--- config.mk ---
export PLATFORM = sky130hd
export DESIGN_NAME = rf_power_coarse_fine_regulator_flat
export DESIGN_NICKNAME = d
export VERILOG_FILES = /design/src/hdl/rfpcr_pkg.sv /design/src/hdl/rfpcr_if.sv /design/src/hdl/rfpcr_div.sv /design/src/hdl/rfpcr_ctrl.sv /design/src/hdl/rfpcr_dp.sv /design/src/hdl/rf_power_coarse_fine_regulator.sv /design/src/flat_wrapper.sv
export SDC_FILE = /design/constraint.sdc
export NUM_CORES = 2
export LEC_CHECK = 0
export BUFFER_PORTS_ARGS = -buffer_cell sky130_fd_sc_hd__buf_4
export CAP_MARGIN = 20
export CORE_UTILIZATION = 55
export CTS_BUF_LIST = sky130_fd_sc_hd__clkbuf_4
export CTS_CLUSTER_SIZE = 16
export DETAILED_ROUTE_END_ITERATION = 7
export PLACE_DENSITY = 0.71
export SYNTH_ARGS = -nofsm -noshare
export SYNTH_HDL_FRONTEND = slang
export SYNTH_SLANG_ARGS = --single-unit
--- constraint.sdc ---
create_clock -name clock -period 12.44 [get_ports clock]
set_clock_uncertainty 0.15 [all_clocks]
set_input_delay 1.866 -clock clock [delete_from_list [all_inputs] [get_ports clock]]
set_output_delay 1.866 -clock clock [all_outputs]
set_load 0.1 [all_outputs]
--- src/hdl/rfpcr_pkg.sv ---
`timescale 1ns / 1ps
package rfpcr_pkg;

   // field widths
   localparam int SP_W   = 10;
   localparam int PWR_W  = 8;
   localparam int CODE_W = 8;
   localparam int CSR_W  = 10;
   localparam int CSR_IDX_W = 2;

   // proportional step arithmetic
   localparam int ERR_W     = 11;   // signed set point minus forward power
   localparam int SQ_W      = 20;   // set point squared
   localparam int FRAC_W    = 22;   // signed numerator / denominator
   localparam int MAG_W     = 21;   // their magnitudes
   localparam int DIV_NUM_W = 29;   // drive code times numerator magnitude
   localparam int DIV_CNT_W = 5;
   localparam logic [DIV_CNT_W-1:0] DIV_LAST = DIV_CNT_W'(DIV_NUM_W - 1);

   // register indexes
   localparam logic [CSR_IDX_W-1:0] CSR_IDLE_DRIVE      = 2'd0;
   localparam logic [CSR_IDX_W-1:0] CSR_REFLECT_LIMIT   = 2'd1;
   localparam logic [CSR_IDX_W-1:0] CSR_LOW_RANGE_LIMIT = 2'd2;
   localparam logic [CSR_IDX_W-1:0] CSR_LOW_RANGE_BAND  = 2'd3;

   // register reset values
   localparam logic [7:0] IDLE_DRIVE_RST      = 8'd50;
   localparam logic [7:0] REFLECT_LIMIT_RST   = 8'd200;
   localparam logic [9:0] LOW_RANGE_LIMIT_RST = 10'd100;
   localparam logic [7:0] LOW_RANGE_BAND_RST  = 8'd2;

   // loop modes
   localparam logic [1:0] MODE_OFF    = 2'd0;
   localparam logic [1:0] MODE_COARSE = 2'd1;
   localparam logic [1:0] MODE_FINE   = 2'd2;

   typedef enum logic [2:0] {
      ST_IDLE,
      ST_EVAL,
      ST_PREP,
      ST_MULT,
      ST_DIV,
      ST_SAT,
      ST_FINISH
   } state_type;

   typedef struct packed {
      logic load;       // capture the input item
      logic eval;       // evaluate the loop, commit all but the proportional code
      logic prep;       // form numerator and denominator magnitudes
      logic mult;       // multiply and start the divider
      logic step;       // one divider iteration
      logic sat;        // commit the proportional code
      logic out_load;   // load the result register
   } cmd_type;

   typedef struct packed {
      logic need_div;   // item takes the proportional path
      logic div_last;   // divider on its last iteration
   } sts_type;

endpackage

--- src/hdl/rfpcr_if.sv ---
`timescale 1ns / 1ps
interface rfpcr_req_if;
   import rfpcr_pkg::*;
   logic             valid;
   logic             ready;
   logic [SP_W-1:0]  set_point;
   logic [PWR_W-1:0] fwd_power;
   logic [PWR_W-1:0] refl_power;
   logic             rf_enable;
   logic             over_temp;

   modport source (output valid, set_point, fwd_power, refl_power, rf_enable,
                   over_temp, input ready);
   modport sink   (input valid, set_point, fwd_power, refl_power, rf_enable,
                   over_temp, output ready);
endinterface

interface rfpcr_rsp_if;
   import rfpcr_pkg::*;
   logic              valid;
   logic              ready;
   logic [CODE_W-1:0] drive_code;
   logic [PWR_W-1:0]  filtered_forward;
   logic signed [8:0] net_power;
   logic              reflect_fault;
   logic [1:0]        loop_mode;

   modport source (output valid, drive_code, filtered_forward, net_power, reflect_fault,
                   loop_mode, input ready);
   modport sink   (input valid, drive_code, filtered_forward, net_power, reflect_fault,
                   loop_mode, output ready);
endinterface

--- src/hdl/rfpcr_div.sv ---
`timescale 1ns / 1ps
module rfpcr_div
   import rfpcr_pkg::*;
(
   input  logic                 clock,
   input  logic                 reset,
   input  logic                 start,
   input  logic                 step,
   input  logic [CODE_W-1:0]    factor_a,
   input  logic [MAG_W-1:0]     factor_b,
   input  logic [MAG_W-1:0]     divisor,
   output logic [DIV_NUM_W-1:0] quotient,
   output logic                 last
);

   logic [MAG_W-1:0]     rem_ff, rem_in;
   logic [DIV_NUM_W-1:0] quo_ff, quo_in;
   logic [DIV_CNT_W-1:0] cnt_ff, cnt_in;
   logic [MAG_W:0]       trial;

   // restoring division, one quotient bit per cycle while step is high; the product lands in the
   // quotient register and is shifted out from the top
   always_comb begin
      trial  = {rem_ff, quo_ff[DIV_NUM_W-1]} - {1'b0, divisor};
      rem_in = rem_ff;
      quo_in = quo_ff;
      cnt_in = cnt_ff;
      if (start) begin
         rem_in = '0;
         quo_in = DIV_NUM_W'(factor_a) * DIV_NUM_W'(factor_b);
         cnt_in = '0;
      end else if (step) begin
         if (!trial[MAG_W]) begin
            rem_in = trial[MAG_W-1:0];
            quo_in = {quo_ff[DIV_NUM_W-2:0], 1'b1};
         end else begin
            rem_in = {rem_ff[MAG_W-2:0], quo_ff[DIV_NUM_W-1]};
            quo_in = {quo_ff[DIV_NUM_W-2:0], 1'b0};
         end
         cnt_in = cnt_ff + 1'b1;
      end
   end

   always_ff @(posedge clock) begin
      if (reset) begin
         cnt_ff <= '0;
      end else begin
         cnt_ff <= cnt_in;
      end
   end

   always_ff @(posedge clock) begin
      rem_ff <= rem_in;
      quo_ff <= quo_in;
   end

   assign quotient = quo_ff;
   assign last     = (cnt_ff == DIV_LAST);

endmodule

--- src/hdl/rfpcr_ctrl.sv ---
`timescale 1ns / 1ps
module rfpcr_ctrl
   import rfpcr_pkg::*;
(
   input  logic    clock,
   input  logic    reset,
   input  logic    req_valid,
   output logic    req_ready,
   output logic    rsp_valid,
   input  logic    rsp_ready,
   input  sts_type sts,
   output cmd_type cmd
);

   state_type state_ff, state_in;
   logic      rsp_valid_ff, rsp_valid_in;
   logic      can_load;

   // result register is free or being emptied this cycle
   assign can_load = !rsp_valid_ff || rsp_ready;

   // next state
   always_comb begin
      state_in = state_ff;
      case (state_ff)
         ST_IDLE:   if (req_valid) state_in = ST_EVAL;
         ST_EVAL:   state_in = sts.need_div ? ST_PREP : ST_FINISH;
         ST_PREP:   state_in = ST_MULT;
         ST_MULT:   state_in = ST_DIV;
         ST_DIV:    if (sts.div_last) state_in = ST_SAT;
         ST_SAT:    state_in = ST_FINISH;
         ST_FINISH: if (can_load) state_in = ST_IDLE;
         default:   state_in = ST_IDLE;
      endcase
   end

   // outputs
   always_comb begin
      cmd       = '0;
      req_ready = 1'b0;
      case (state_ff)
         ST_IDLE: begin
            req_ready = 1'b1;
            cmd.load  = req_valid;
         end
         ST_EVAL:   cmd.eval = 1'b1;
         ST_PREP:   cmd.prep = 1'b1;
         ST_MULT:   cmd.mult = 1'b1;
         ST_DIV:    cmd.step = 1'b1;
         ST_SAT:    cmd.sat  = 1'b1;
         ST_FINISH: cmd.out_load = can_load;
         default:   cmd = '0;
      endcase
   end

   // result valid flag
   always_comb begin
      rsp_valid_in = rsp_valid_ff;
      if (rsp_ready) rsp_valid_in = 1'b0;
      if (cmd.out_load) rsp_valid_in = 1'b1;
   end

   always_ff @(posedge clock) begin
      if (reset) begin
         state_ff     <= ST_IDLE;
         rsp_valid_ff <= 1'b0;
      end else begin
         state_ff     <= state_in;
         rsp_valid_ff <= rsp_valid_in;
      end
   end

   assign rsp_valid = rsp_valid_ff;

`ifndef SYNTHESIS
   a_one_in_flight: assert property (@(posedge clock) disable iff (reset)
      (req_valid && req_ready) |=> !req_ready)
      else $error("item accepted while another is in flight");

   a_no_overwrite: assert property (@(posedge clock) disable iff (reset)
      cmd.out_load |-> (!rsp_valid_ff || rsp_ready))
      else $error("result register overwritten before delivery");

   a_valid_from_finish: assert property (@(posedge clock) disable iff (reset)
      $rose(rsp_valid_ff) |-> ($past(state_ff) == ST_FINISH))
      else $error("result raised outside finish state");
`endif

endmodule

--- src/hdl/rfpcr_dp.sv ---
`timescale 1ns / 1ps
module rfpcr_dp
   import rfpcr_pkg::*;
(
   input  logic                 clock,
   input  logic                 reset,
   input  cmd_type              cmd,
   output sts_type              sts,
   input  logic                 csr_write_en,
   input  logic [CSR_IDX_W-1:0] csr_index,
   input  logic [CSR_W-1:0]     csr_wdata,
   input  logic [SP_W-1:0]      set_point,
   input  logic [PWR_W-1:0]     fwd_power,
   input  logic [PWR_W-1:0]     refl_power,
   input  logic                 rf_enable,
   input  logic                 over_temp,
   output logic [CODE_W-1:0]    drive_code,
   output logic [PWR_W-1:0]     filtered_forward,
   output logic signed [8:0]    net_power,
   output logic                 reflect_fault,
   output logic [1:0]           loop_mode
);

   // configuration
   logic [7:0] idle_ff, idle_in;
   logic [7:0] rlim_ff, rlim_in;
   logic [9:0] lrl_ff, lrl_in;
   logic [7:0] lrb_ff, lrb_in;

   // captured item
   logic [SP_W-1:0]  s_ff, s_in;
   logic [PWR_W-1:0] fwd_ff, fwd_in;
   logic [PWR_W-1:0] refl_ff, refl_in;
   logic             en_ff, en_in;
   logic             hot_ff, hot_in;

   // loop state
   logic              regulating_ff, regulating_in;
   logic              kick_ff, kick_in;
   logic [CODE_W-1:0] drive_now_ff, drive_now_in;
   logic [CODE_W-1:0] drive_before_ff, drive_before_in;
   logic [PWR_W-1:0]  fwd_before_ff, fwd_before_in;
   logic              after_fine_ff, after_fine_in;
   logic              smooth_ff, smooth_in;

   // staged result fields and proportional operands
   logic [PWR_W-1:0]        f_ff, f_in;
   logic                    fault_ff, fault_in;
   logic [1:0]              mode_ff, mode_in;
   logic signed [ERR_W-1:0] e_ff, e_in;
   logic [SQ_W-1:0]         sq_ff, sq_in;
   logic [MAG_W-1:0]        num_mag_ff, num_mag_in;
   logic [MAG_W-1:0]        den_mag_ff, den_mag_in;
   logic                    neg_ff, neg_in;
   logic                    den_zero_ff, den_zero_in;

   // result register
   logic [CODE_W-1:0] rsp_code_ff;
   logic [PWR_W-1:0]  rsp_fwd_ff;
   logic signed [8:0] rsp_net_ff;
   logic              rsp_fault_ff;
   logic [1:0]        rsp_mode_ff;

   // evaluation terms
   logic                    off;
   logic [PWR_W:0]          avg_sum;
   logic [PWR_W-1:0]        f;
   logic                    fault;
   logic signed [ERR_W-1:0] e;
   logic signed [ERR_W-1:0] e_abs;
   logic [SP_W-1:0]         ae;
   logic                    coarse;
   logic [12:0]             kick_x;
   logic [25:0]             kick_prod;
   logic [9:0]              kick_sum;
   logic [CODE_W-1:0]       kick_code;
   logic [21:0]             tol_lhs, tol_rhs;
   logic                    step_ok;
   logic [CODE_W-1:0]       db_eff;
   logic [CODE_W-1:0]       fine_code;

   // proportional terms
   logic signed [FRAC_W-1:0] e_x, num, den, num_abs, den_abs;
   logic [DIV_NUM_W-1:0]     quotient;
   logic                     div_last;
   logic [CODE_W-1:0]        prop_code;

   // configuration writes
   always_comb begin
      idle_in = idle_ff;
      rlim_in = rlim_ff;
      lrl_in  = lrl_ff;
      lrb_in  = lrb_ff;
      if (csr_write_en) begin
         case (csr_index)
            CSR_IDLE_DRIVE:      idle_in = csr_wdata[7:0];
            CSR_REFLECT_LIMIT:   rlim_in = csr_wdata[7:0];
            CSR_LOW_RANGE_LIMIT: lrl_in  = csr_wdata[9:0];
            CSR_LOW_RANGE_BAND:  lrb_in  = csr_wdata[7:0];
            default:             idle_in = idle_ff;
         endcase
      end
   end

   // item capture
   always_comb begin
      s_in    = s_ff;
      fwd_in  = fwd_ff;
      refl_in = refl_ff;
      en_in   = en_ff;
      hot_in  = hot_ff;
      if (cmd.load) begin
         s_in    = set_point;
         fwd_in  = fwd_power;
         refl_in = refl_power;
         en_in   = rf_enable;
         hot_in  = over_temp;
      end
   end

   // filtering, fault and error
   always_comb begin
      off     = hot_ff || !en_ff || (s_ff == '0);
      avg_sum = {1'b0, fwd_before_ff} + {1'b0, fwd_ff};
      f       = (!off && after_fine_ff && smooth_ff) ? avg_sum[PWR_W:1] : fwd_ff;
      fault   = (refl_ff > rlim_ff) && ({2'b0, f} < s_ff);
      e       = $signed({1'b0, s_ff}) - $signed({3'b0, f});
      e_abs   = e[ERR_W-1] ? -e : e;
      ae      = e_abs[SP_W-1:0];
      coarse  = (({6'b0, ae} * 16'd50) > {6'b0, s_ff}) && !fault;
   end

   // overshoot kick: 6*(s+100)/25 + 74, division by reciprocal 5243 / 2^17
   always_comb begin
      kick_x    = 13'(({3'b0, s_ff} + 13'd100) * 13'd6);
      kick_prod = {13'b0, kick_x} * 26'd5243;
      kick_sum  = {1'b0, kick_prod[25:17]} + 10'd74;
      kick_code = (|kick_sum[9:8]) ? 8'hFF : kick_sum[7:0];
   end

   // fine step against the tolerance band
   always_comb begin
      tol_lhs = {12'b0, ae} * 22'd4000;
      tol_rhs = ({12'b0, s_ff} * 22'd11) + 22'd4600;
      if (s_ff <= lrl_ff) step_ok = ({2'b0, lrb_ff} < ae);
      else                step_ok = (tol_lhs >= tol_rhs);
      db_eff    = regulating_ff ? drive_before_ff : '0;
      fine_code = drive_now_ff;
      if (step_ok && !fault) begin
         if (!e[ERR_W-1] && (e != '0)) begin
            if (drive_now_ff != 8'hFF) fine_code = drive_now_ff + 1'b1;
         end else if (e[ERR_W-1]) begin
            if (drive_now_ff != 8'h00) fine_code = drive_now_ff - 1'b1;
         end
      end
   end

   // numerator 200e + s^2 and denominator 100e + s^2 as sign and magnitude
   always_comb begin
      e_x     = {{(FRAC_W-ERR_W){e_ff[ERR_W-1]}}, e_ff};
      num     = (e_x * 22'sd200) + $signed({2'b0, sq_ff});
      den     = (e_x * 22'sd100) + $signed({2'b0, sq_ff});
      num_abs = num[FRAC_W-1] ? -num : num;
      den_abs = den[FRAC_W-1] ? -den : den;
   end

   // saturate the truncated quotient
   always_comb begin
      if (den_zero_ff)              prop_code = drive_now_ff;
      else if (neg_ff)              prop_code = '0;
      else if (|quotient[DIV_NUM_W-1:CODE_W]) prop_code = 8'hFF;
      else                          prop_code = quotient[CODE_W-1:0];
   end

   // loop state and staging
   always_comb begin
      regulating_in   = regulating_ff;
      kick_in         = kick_ff;
      drive_now_in    = drive_now_ff;
      drive_before_in = drive_before_ff;
      fwd_before_in   = fwd_before_ff;
      after_fine_in   = after_fine_ff;
      smooth_in       = smooth_ff;
      f_in            = f_ff;
      fault_in        = fault_ff;
      mode_in         = mode_ff;
      e_in            = e_ff;
      sq_in           = sq_ff;
      num_mag_in      = num_mag_ff;
      den_mag_in      = den_mag_ff;
      neg_in          = neg_ff;
      den_zero_in     = den_zero_ff;

      if (cmd.eval) begin
         f_in     = f;
         fault_in = fault;
         e_in     = e;
         sq_in    = s_ff * s_ff;
         if (off) begin
            mode_in       = MODE_OFF;
            drive_now_in  = idle_ff;
            regulating_in = 1'b0;
            kick_in       = 1'b1;
            after_fine_in = 1'b0;
            smooth_in     = 1'b0;
         end else begin
            regulating_in = 1'b1;
            if (after_fine_ff) fwd_before_in = f;
            if (coarse) begin
               mode_in       = MODE_COARSE;
               after_fine_in = 1'b0;
               smooth_in     = 1'b0;
               if (kick_ff) begin
                  drive_now_in    = kick_code;
                  drive_before_in = kick_code;
                  kick_in         = 1'b0;
               end else begin
                  drive_before_in = db_eff;
               end
            end else begin
               mode_in         = MODE_FINE;
               drive_now_in    = fine_code;
               drive_before_in = fine_code;
               smooth_in       = (db_eff == fine_code);
               after_fine_in   = 1'b1;
            end
         end
      end

      if (cmd.prep) begin
         num_mag_in  = num_abs[MAG_W-1:0];
         den_mag_in  = den_abs[MAG_W-1:0];
         neg_in      = num[FRAC_W-1] ^ den[FRAC_W-1];
         den_zero_in = (den == '0);
      end

      if (cmd.sat) begin
         drive_now_in    = prop_code;
         drive_before_in = prop_code;
      end
   end

   always_ff @(posedge clock) begin
      if (reset) begin
         idle_ff         <= IDLE_DRIVE_RST;
         rlim_ff         <= REFLECT_LIMIT_RST;
         lrl_ff          <= LOW_RANGE_LIMIT_RST;
         lrb_ff          <= LOW_RANGE_BAND_RST;
         regulating_ff   <= 1'b0;
         kick_ff         <= 1'b1;
         drive_now_ff    <= '0;
         drive_before_ff <= '0;
         fwd_before_ff   <= '0;
         after_fine_ff   <= 1'b0;
         smooth_ff       <= 1'b0;
      end else begin
         idle_ff         <= idle_in;
         rlim_ff         <= rlim_in;
         lrl_ff          <= lrl_in;
         lrb_ff          <= lrb_in;
         regulating_ff   <= regulating_in;
         kick_ff         <= kick_in;
         drive_now_ff    <= drive_now_in;
         drive_before_ff <= drive_before_in;
         fwd_before_ff   <= fwd_before_in;
         after_fine_ff   <= after_fine_in;
         smooth_ff       <= smooth_in;
      end
   end

   // payload registers
   always_ff @(posedge clock) begin
      s_ff        <= s_in;
      fwd_ff      <= fwd_in;
      refl_ff     <= refl_in;
      en_ff       <= en_in;
      hot_ff      <= hot_in;
      f_ff        <= f_in;
      fault_ff    <= fault_in;
      mode_ff     <= mode_in;
      e_ff        <= e_in;
      sq_ff       <= sq_in;
      num_mag_ff  <= num_mag_in;
      den_mag_ff  <= den_mag_in;
      neg_ff      <= neg_in;
      den_zero_ff <= den_zero_in;
   end

   // result register
   always_ff @(posedge clock) begin
      if (cmd.out_load) begin
         rsp_code_ff  <= drive_now_ff;
         rsp_fwd_ff   <= f_ff;
         rsp_net_ff   <= $signed({1'b0, f_ff} - {1'b0, refl_ff});
         rsp_fault_ff <= fault_ff;
         rsp_mode_ff  <= mode_ff;
      end
   end

   rfpcr_div u_div (
      .clock    (clock),
      .reset    (reset),
      .start    (cmd.mult),
      .step     (cmd.step),
      .factor_a (drive_before_ff),
      .factor_b (num_mag_ff),
      .divisor  (den_mag_ff),
      .quotient (quotient),
      .last     (div_last)
   );

   assign sts.need_div = !off && coarse && !kick_ff;
   assign sts.div_last = div_last;

   assign drive_code       = rsp_code_ff;
   assign filtered_forward = rsp_fwd_ff;
   assign net_power        = rsp_net_ff;
   assign reflect_fault    = rsp_fault_ff;
   assign loop_mode        = rsp_mode_ff;

endmodule

--- src/hdl/rf_power_coarse_fine_regulator.sv ---
`timescale 1ns / 1ps
// Sequence: an item taken in idle is evaluated, then goes straight to the result register on
//   the off and fine paths and on the kick; the proportional path first runs the serial divider.
// Flow: one item at a time; the next item is taken only after the previous result is loaded,
//   and loading waits while the receiver has not yet taken the result before it.
// Reset: synchronous, active high; clears the loop state and loads the register defaults.
module rf_power_coarse_fine_regulator
   import rfpcr_pkg::*;
(
   input  logic                 clock,
   input  logic                 reset,
   rfpcr_req_if.sink            req_chan,
   rfpcr_rsp_if.source          rsp_chan,
   input  logic                 csr_write_en,
   input  logic [CSR_IDX_W-1:0] csr_index,
   input  logic [CSR_W-1:0]     csr_wdata
);

   cmd_type cmd;
   sts_type sts;

   rfpcr_ctrl u_ctrl (
      .clock     (clock),
      .reset     (reset),
      .req_valid (req_chan.valid),
      .req_ready (req_chan.ready),
      .rsp_valid (rsp_chan.valid),
      .rsp_ready (rsp_chan.ready),
      .sts       (sts),
      .cmd       (cmd)
   );

   rfpcr_dp u_dp (
      .clock            (clock),
      .reset            (reset),
      .cmd              (cmd),
      .sts              (sts),
      .csr_write_en     (csr_write_en),
      .csr_index        (csr_index),
      .csr_wdata        (csr_wdata),
      .set_point        (req_chan.set_point),
      .fwd_power        (req_chan.fwd_power),
      .refl_power       (req_chan.refl_power),
      .rf_enable        (req_chan.rf_enable),
      .over_temp        (req_chan.over_temp),
      .drive_code       (rsp_chan.drive_code),
      .filtered_forward (rsp_chan.filtered_forward),
      .net_power        (rsp_chan.net_power),
      .reflect_fault    (rsp_chan.reflect_fault),
      .loop_mode        (rsp_chan.loop_mode)
   );

endmodule

--- src/flat_wrapper.sv ---
// flat-port wrapper written by rule: the top's interface ports become plain ports
module rf_power_coarse_fine_regulator_flat import rfpcr_pkg::*;
  (clock, reset, csr_write_en, csr_index, csr_wdata, req_chan_valid, req_chan_set_point, req_chan_fwd_power, req_chan_refl_power, req_chan_rf_enable, req_chan_over_temp, req_chan_ready, rsp_chan_valid, rsp_chan_drive_code, rsp_chan_filtered_forward, rsp_chan_net_power, rsp_chan_reflect_fault, rsp_chan_loop_mode, rsp_chan_ready);
  rfpcr_req_if req_chan_i ();
  rfpcr_rsp_if rsp_chan_i ();
  input  logic clock;
  input  logic reset;
  input  logic csr_write_en;
  input  logic [CSR_IDX_W-1:0] csr_index;
  input  logic [CSR_W-1:0] csr_wdata;
  input wire logic [$bits(req_chan_i.valid)-1:0] req_chan_valid;
  input wire logic [$bits(req_chan_i.set_point)-1:0] req_chan_set_point;
  input wire logic [$bits(req_chan_i.fwd_power)-1:0] req_chan_fwd_power;
  input wire logic [$bits(req_chan_i.refl_power)-1:0] req_chan_refl_power;
  input wire logic [$bits(req_chan_i.rf_enable)-1:0] req_chan_rf_enable;
  input wire logic [$bits(req_chan_i.over_temp)-1:0] req_chan_over_temp;
  output wire logic [$bits(req_chan_i.ready)-1:0] req_chan_ready;
  output wire logic [$bits(rsp_chan_i.valid)-1:0] rsp_chan_valid;
  output wire logic [$bits(rsp_chan_i.drive_code)-1:0] rsp_chan_drive_code;
  output wire logic [$bits(rsp_chan_i.filtered_forward)-1:0] rsp_chan_filtered_forward;
  output wire logic [$bits(rsp_chan_i.net_power)-1:0] rsp_chan_net_power;
  output wire logic [$bits(rsp_chan_i.reflect_fault)-1:0] rsp_chan_reflect_fault;
  output wire logic [$bits(rsp_chan_i.loop_mode)-1:0] rsp_chan_loop_mode;
  input wire logic [$bits(rsp_chan_i.ready)-1:0] rsp_chan_ready;
  assign req_chan_i.valid = req_chan_valid;
  assign req_chan_i.set_point = req_chan_set_point;
  assign req_chan_i.fwd_power = req_chan_fwd_power;
  assign req_chan_i.refl_power = req_chan_refl_power;
  assign req_chan_i.rf_enable = req_chan_rf_enable;
  assign req_chan_i.over_temp = req_chan_over_temp;
  assign req_chan_ready = req_chan_i.ready;
  assign rsp_chan_valid = rsp_chan_i.valid;
  assign rsp_chan_drive_code = rsp_chan_i.drive_code;
  assign rsp_chan_filtered_forward = rsp_chan_i.filtered_forward;
  assign rsp_chan_net_power = rsp_chan_i.net_power;
  assign rsp_chan_reflect_fault = rsp_chan_i.reflect_fault;
  assign rsp_chan_loop_mode = rsp_chan_i.loop_mode;
  assign rsp_chan_i.ready = rsp_chan_ready;
  rf_power_coarse_fine_regulator u_core (.clock(clock), .reset(reset), .req_chan(req_chan_i), .rsp_chan(rsp_chan_i), .csr_write_en(csr_write_en), .csr_index(csr_index), .csr_wdata(csr_wdata));
endmodule
# Yosys cells after proc, flatten, opt, wreduce, memory -nomap -nowiden
# Cells that the tools add are included.
op_classes:
  addsub: 15
  multipliers: 9
  div_mod_pow: 0
  magnitude_cmp: 6
  n_eq_ne: 17
  shift: 0
  n_mux: 52
  bitwise_logic: 2
  n_reduce_logical: 39
op_table:
  columns: ["op", "count"]
  rows:
  - ["2-to-1 mux 8 bit", 21]
  - ["2-to-1 mux 21 bit", 3]
  - ["2-to-1 mux 29 bit", 2]
  - ["negation 21 bit", 2]
  - ["multiplier 11 x 6 -> 17 bit (second input constant)", 2]
  - ["multiplier 8 x 21 -> 29 bit", 1]
  - ["multiplier 12 x 13 -> 25 bit (second input constant)", 1]
  - ["adder 19 x 21 -> 22 bit", 1]
  - ["adder 20 x 21 -> 22 bit", 1]
  - [">= comparator 22 x 15 -> 1 bit", 1]
  - ["zero test 22 bit", 1]
  - ["subtractor 22 x 21 -> 22 bit", 1]
  - ["case mux 3 bit (7 select lines)", 1]
  - ["OR reduction 21 bit", 1]
  - ["< comparator 8 x 10 -> 1 bit", 2]
  - ["multiplier 10 x 10 -> 20 bit", 1]
  - ["2-to-1 mux 1 bit", 19]
  - ["multiplier 10 x 7 -> 17 bit (second input constant)", 1]
  - ["> comparator 16 x 10 -> 1 bit", 1]
  - ["adder 14 x 13 -> 15 bit (second input constant)", 1]
  - ["multiplier 10 x 5 -> 15 bit (second input constant)", 1]
  - ["multiplier 10 x 4 -> 14 bit (second input constant)", 1]
  - ["AND reduction 2 bit", 7]
  - ["multiplier 11 x 2 -> 12 bit (second input constant)", 1]
  - ["38 further kinds", 66]
totals:
  reg_bits: 263
  latchBits: 0
  ramBits: 0
  rom_bits: 0
  input_bits: 45
  word_cells: 175
  mem_count: 0

# Logic depth before layout (Yosys ltp)
logic_depth:
  ltp_word: 19
  depth_mapped: 50
  ltp_nobuf: 46

# By module
# From an unflattened synthesis, not the netlist that was laid out.
unflattened:
  hier_cells: 3526
  area_unflattened_um2: 32177.1
modules_own_cells:
  columns: ["module", "n_inst", "cells_per_inst", "area_per_inst_um2", "seq_area_each_um2"]
  rows:
  - ["rfpcr_dp", 1, 2491, 23005.8, 5445.2]
  - ["rfpcr_div", 1, 1002, 8902.3, 1391.3]
  - ["rfpcr_ctrl", 1, 33, 269.0, 80.1]

# Worst setup path after synthesis
# No wires, ideal clock.
synth_timing:
  kind: "register to register"
  start: "register u_core.u_dp.s_ff[2]"
  end: "register u_core.u_dp.drive_now_ff[7]"
  setup_time_ps: 70
  arrival_ps: 10000
  required_ps: 12220
  slack_ps: 2219
  stages_incl_launch_ff: 41
  path_buffers: 2
  path_cell_list: "edfxtp_1 clkbuf_1 inv_1 clkbuf_1 ha_1 xnor2_1 a21o_1 a21oi_1 nor2b_1 o21a_1 o21a_1 o21a_1 o21a_1 o21ai_0 nand2b_1 xor2_1 inv_1 fa_1 [... 5 more ...] fa_1 ha_1 a211oi_1 nand2_1 a31oi_1 o211ai_1 xor2_1 ha_1 a211o_1 a21oi_1 nor3_1 a21o_1 a211oi_1 xnor2_1 and3_1 or3_1 a221o_1 a21oi_1"
synth_between:
  elab_chain_cells: 18
  word_cells_on_any_way: 42
synth_lines:
  columns: ["item", "line", "rtl"]
  rows:
  - ["from (decl)", "rfpcr_dp.sv:31", "logic [SP_W-1:0] s_ff, s_in;"]
  - ["from (signal assigned)", "rfpcr_dp.sv:273", "s_ff <= s_in;"]
  - ["parallel branches: the longest is 18 deep, another holds multiplier 12 x 13 -> 25 bit", null, null]
  - ["to (signal assigned)", "rfpcr_dp.sv:263", "drive_now_ff <= drive_now_in;"]
  - ["to (decl)", "rfpcr_dp.sv:40", "logic [CODE_W-1:0] drive_now_ff, drive_now_in;"]
# Several ways; the timed one is not identified. The select of a mux whose other input is x is not followed.
# A chain may end at the register's enable or synchronous reset.

# Final worst setup path
layout_timing:
  start: "register u_core.u_dp.s_ff[4]"
  end: "register u_core.u_dp.smooth_ff"
layout_between:
  elab_chain_cells: 17
  word_cells_on_any_way: 32
layout_lines:
  columns: ["item", "line", "rtl"]
  rows:
  - ["zero test 10 bit", "rfpcr_dp.sv:123", "off = hot_ff || !en_ff || (s_ff == '0);"]
  - ["logical OR 1 bit", "rfpcr_dp.sv:123", null]
  - ["zero test 1 bit", "rfpcr_dp.sv:125", "f = (!off && after_fine_ff && smooth_ff) ? avg_sum[PWR_W:1] : fwd_ff;"]
  - ["logical AND 1 bit (2 in a row)", "rfpcr_dp.sv:125", null]
  - ["2-to-1 mux 8 bit", "rfpcr_dp.sv:125", null]
  - ["subtractor 10 x 8 -> 11 bit", "rfpcr_dp.sv:127", "e = $signed({1'b0, s_ff}) - $signed({3'b0, f});"]
  - ["negation 10 bit", "rfpcr_dp.sv:128", "e_abs = e[ERR_W-1] ? -e : e;"]
  - ["2-to-1 mux 10 bit", "rfpcr_dp.sv:128", null]
  - ["multiplier 10 x 7 -> 17 bit", "rfpcr_dp.sv:143", "tol_lhs = {12'b0, ae} * 22'd4000;"]
  - [">= comparator 22 x 15 -> 1 bit", "rfpcr_dp.sv:146", "else step_ok = (tol_lhs >= tol_rhs);"]
  - ["2-to-1 mux 1 bit", "rfpcr_dp.sv:145", "if (s_ff <= lrl_ff) step_ok = ({2'b0, lrb_ff} < ae);"]
  - ["logical AND 1 bit", "rfpcr_dp.sv:149", "if (step_ok && !fault) begin"]
  - ["2-to-1 mux 8 bit", "rfpcr_dp.sv:149", null]
  - ["== test 8 bit", "rfpcr_dp.sv:224", "smooth_in = (db_eff == fine_code);"]
  - ["2-to-1 mux 1 bit", "rfpcr_dp.sv:209", "if (coarse) begin"]
  - ["2-to-1 mux 1 bit (*)", "rfpcr_dp.sv:199", "if (off) begin"]
  - ["to (signal assigned)", "rfpcr_dp.sv:267", "smooth_ff <= smooth_in;"]
  - ["to (decl)", "rfpcr_dp.sv:44", "logic smooth_ff, smooth_in;"]
# Mark *: on every way between the ends. The rest lies on a longest branch, timed or not.

==> impl_results.md <==
- Leading cell type in the layout, fill and taps excluded: inv_1
- Setup Fix Bufs, Post-CTS: 0
- Register area: 6920 um2
- TritonCTS Buffers: 78
- Post-layout util: 0.599
- Reg-to-Reg End: u_core.u_dp.smooth_ff
- Worst Hold Class: reg2reg
- Hold path startpoint: u_core.u_dp.mode_ff[1]
- Worst-margin pin slew: 1.05 ns
- Sequential area share after synthesis: 0.221
- Max Clock Freq: 0.0895 GHz
- Starting density of the core: 0.556
- Number of global-route vias before repair: 23717
- Final hold violations: 0
- Drt total wl: 77.0 mm
- Drt wl/cell: 17.5 um
- Rows: 87
- DR vias/cell: 5.58
- Area Overhead vs Synth: 7.76%
- CP max FO: 17
- Status: finished, final reports clean
- Fill count: 5043
- WP buf/inv: 5
- TNS Setup: 0 ns
- Detailed Routing Iterations Pass 1: 7
- Chip Height: 241 um
- Critical-path top delay cell: edfxtp_1
- Final setup fails: 0
- Initial antenna violation count: 2
- Detailed placement HPWL: 60.9 mm
- Layout Nets: 4333
- Cts repair resizes: 0
- Area occupied by multi-input gates: 22000 um2
- Worst setup path category: reg2reg
- Synth Register Bits: 261
- Number of synthesized flops with an enable pin: 169
- GR Overflow Total: 0
- Synthesized area: 31300 um2
- DIE AREA: 58000 um2
- TritonCTS Sinks: 261
- Total Routing Usage GR: 0.273
- First-pass GRT wire length: 124 mm
- YS warnings: 0
- Distinct cell type count after synthesis: 86
- Fin crit share: 0.899
- Max transition margin: 0.298
- Reg-to-Reg Start: u_core.u_dp.s_ff[4]
- Maximum Capacitance Violations: 0
- Post-DRT Antenna Nets: 0
- Setup ws final: 1.26 ns
- Syn_nets: 4245
- Clock Path Buffers: 3
- Vias post-DR: 24525
- Post-placement cell count: 4256
- Async set or reset register ratio after synthesis: 0
- H-tree levels: 3
- Largest net degree at the start of global routing: 73
- WP data arrival: 11.78 ns
- I/O Buffers: 74
- RSZ-0062 raised after global routing: no
- Post-Synthesis Cells: 3492
- Worst Setup Start Kind: flop
- CORE AREA: 56400 um2
- Pre-CTS WS: 1.45 ns
- I/O pin count: 75
- Worst hold endpoint: u_core.u_dp.loop_mode[1]
- WP data required: 13.04 ns
- Final std cells w/o fill: 4399
- Placer Congestion: 0.963
- Worst Hold Depth: 0
- DIE WIDTH: 241 um
- Reg2reg setup slack: 1.26 ns
- CTS tree: yes
- Fin crit period: 11.18 ns
- Clock latency on the worst-skew pair: 0.87 ns
- Post-Synthesis Mean Instance Area: 8.98 um2
- Remaining DRCs: 0
- Worst path max stage delay: 0.73 ns
- Root buf cell: clkbuf_4
- Crit end category: flop
- Layout cells sized above 1: 0.0753
- Final Slew Violations: 0
- R2R depth: 37
- CP delay by family, top: adder cells
- Most frequent cells in the layout: 539 x inv_1, 451 x ha_1, 345 x nand2_1, 257 x fa_1, 220 x nor2_1
- Ys flop type: edfxtp_1
- Clock transition at the registers of the reported paths: 0.07 ns
- DRT iter0 DRCs: 1671
- Post-CTS Hold Buffers: 0
[per-layer routing]
layer | wire length (um) | up-vias | part of all wire | track usage
met5 | 0 | - | 0 | 0
met4 | 2400 | 0 | 0.031 | 0.0953
met3 | 4460 | 166 | 0.058 | 0.0420
met2 | 35200 | 683 | 0.46 | 0.438
met1 | 34900 | 11696 | 0.45 | 0.374
li1 | - | 11980 | - | -
[logic make-up after synthesis]
group / Yosys count / synth area share
mux: 59 / 0.0192
compound gates: 632 / 0.129
fa+ha+maj: 710 / 0.345
simple gates: 963 / 0.146
buf+inv: 646 / 0.0779
xor+xnor: 221 / 0.0622
flops: 261 / 0.221
[stage by stage]
| step | hold WS, ns | instance area (um2) |
|---|---|---|
| 6_report | 0.272 | 33800 |
| 5_1_grt | 0.286 | 33800 |
| 4_1_cts | 0.271 | 33800 |
| 3_5_place_dp | 0.257 | 32800 |
| 3_3_place_gp | 0.255 | 32800 |
| 2_1_floorplan | 0.250 | 31300 |
[cells in the mapped netlist (37+ instances only)]
cell type | number | area share
inv_1 | 539 | 0.065
ha_1 | 451 | 0.18
nand2_1 | 345 | 0.041
fa_1 | 257 | 0.16
nor2_1 | 222 | 0.027
a21oi_1 | 170 | 0.027
edfxtp_1 | 169 | 0.16
o21ai_0 | 152 | 0.024
xnor2_1 | 148 | 0.041
clkbuf_1 | 94 | 0.011
dfxtp_1 | 92 | 0.059
and2_1 | 89 | 0.018
nor3_1 | 77 | 0.012
xor2_1 | 72 | 0.020
a21o_1 | 53 | 0.013
mux2i_1 | 49 | 0.016
nand3_1 | 45 | 0.0072
nand2b_1 | 37 | 0.0074
[how the worst max path moves through the flow]
stage,startpoint,end,slack [ns],cells past startpoint
floorplan,u_core.u_dp.s_ff[2],u_core.u_dp.drive_now_ff[7],2.22,40
global placement,u_core.u_dp.s_ff[6],u_core.u_dp.drive_now_ff[4],1.80,34
detailed placement,u_core.u_dp.s_ff[6],u_core.u_dp.drive_now_ff[4],1.45,34
CTS,u_core.u_dp.s_ff[6],u_core.u_dp.drive_now_ff[4],1.39,34
global route,u_core.u_dp.fwd_ff[2],u_core.u_dp.smooth_ff,0.46,44
finish,u_core.u_dp.s_ff[4],u_core.u_dp.smooth_ff,1.26,37
[worst reg2reg max path, delay by kind of cell (launching register included)]
kind,cells,cell delay (ns)
muxes,2,0.86
buffers and inverters,5,1.15
and+or+nand+nor,8,1.61
xor gates and xnor gates,3,1.03
DFF,1,0.73
AOI/OAI and AO/OA,11,2.34
adders and majority gates,8,3.18
[area by class of cell]
type,count,area share
antenna,3,0.000222
clock buffer,107,0.0238
clock inverter,33,0.00626
inverter,545,0.0606
multi-input combinational,2585,0.652
sequential,261,0.205
tap,756,0.0280
timing repair buffer,109,0.0242
[sequential cells by signal, indices dropped and copies added, names as in the netlist, 9 cells and up]
signal	cells
u_core.u_dp.u_div.quotient	29
u_core.u_dp.net_power	9
u_core.u_dp.e_ff	11
u_core.u_dp.num_mag_ff	21
u_core.u_dp.den_mag_ff	20
u_core.u_dp.s_ff	10
u_core.u_dp.u_div.rem_ff	21
u_core.u_dp.sq_ff	19
u_core.u_dp.lrl_ff	10
Power is left out: the tool's default activity adds up to more than one toggle a clock period on the data nets, which glitch-free logic cannot reach.
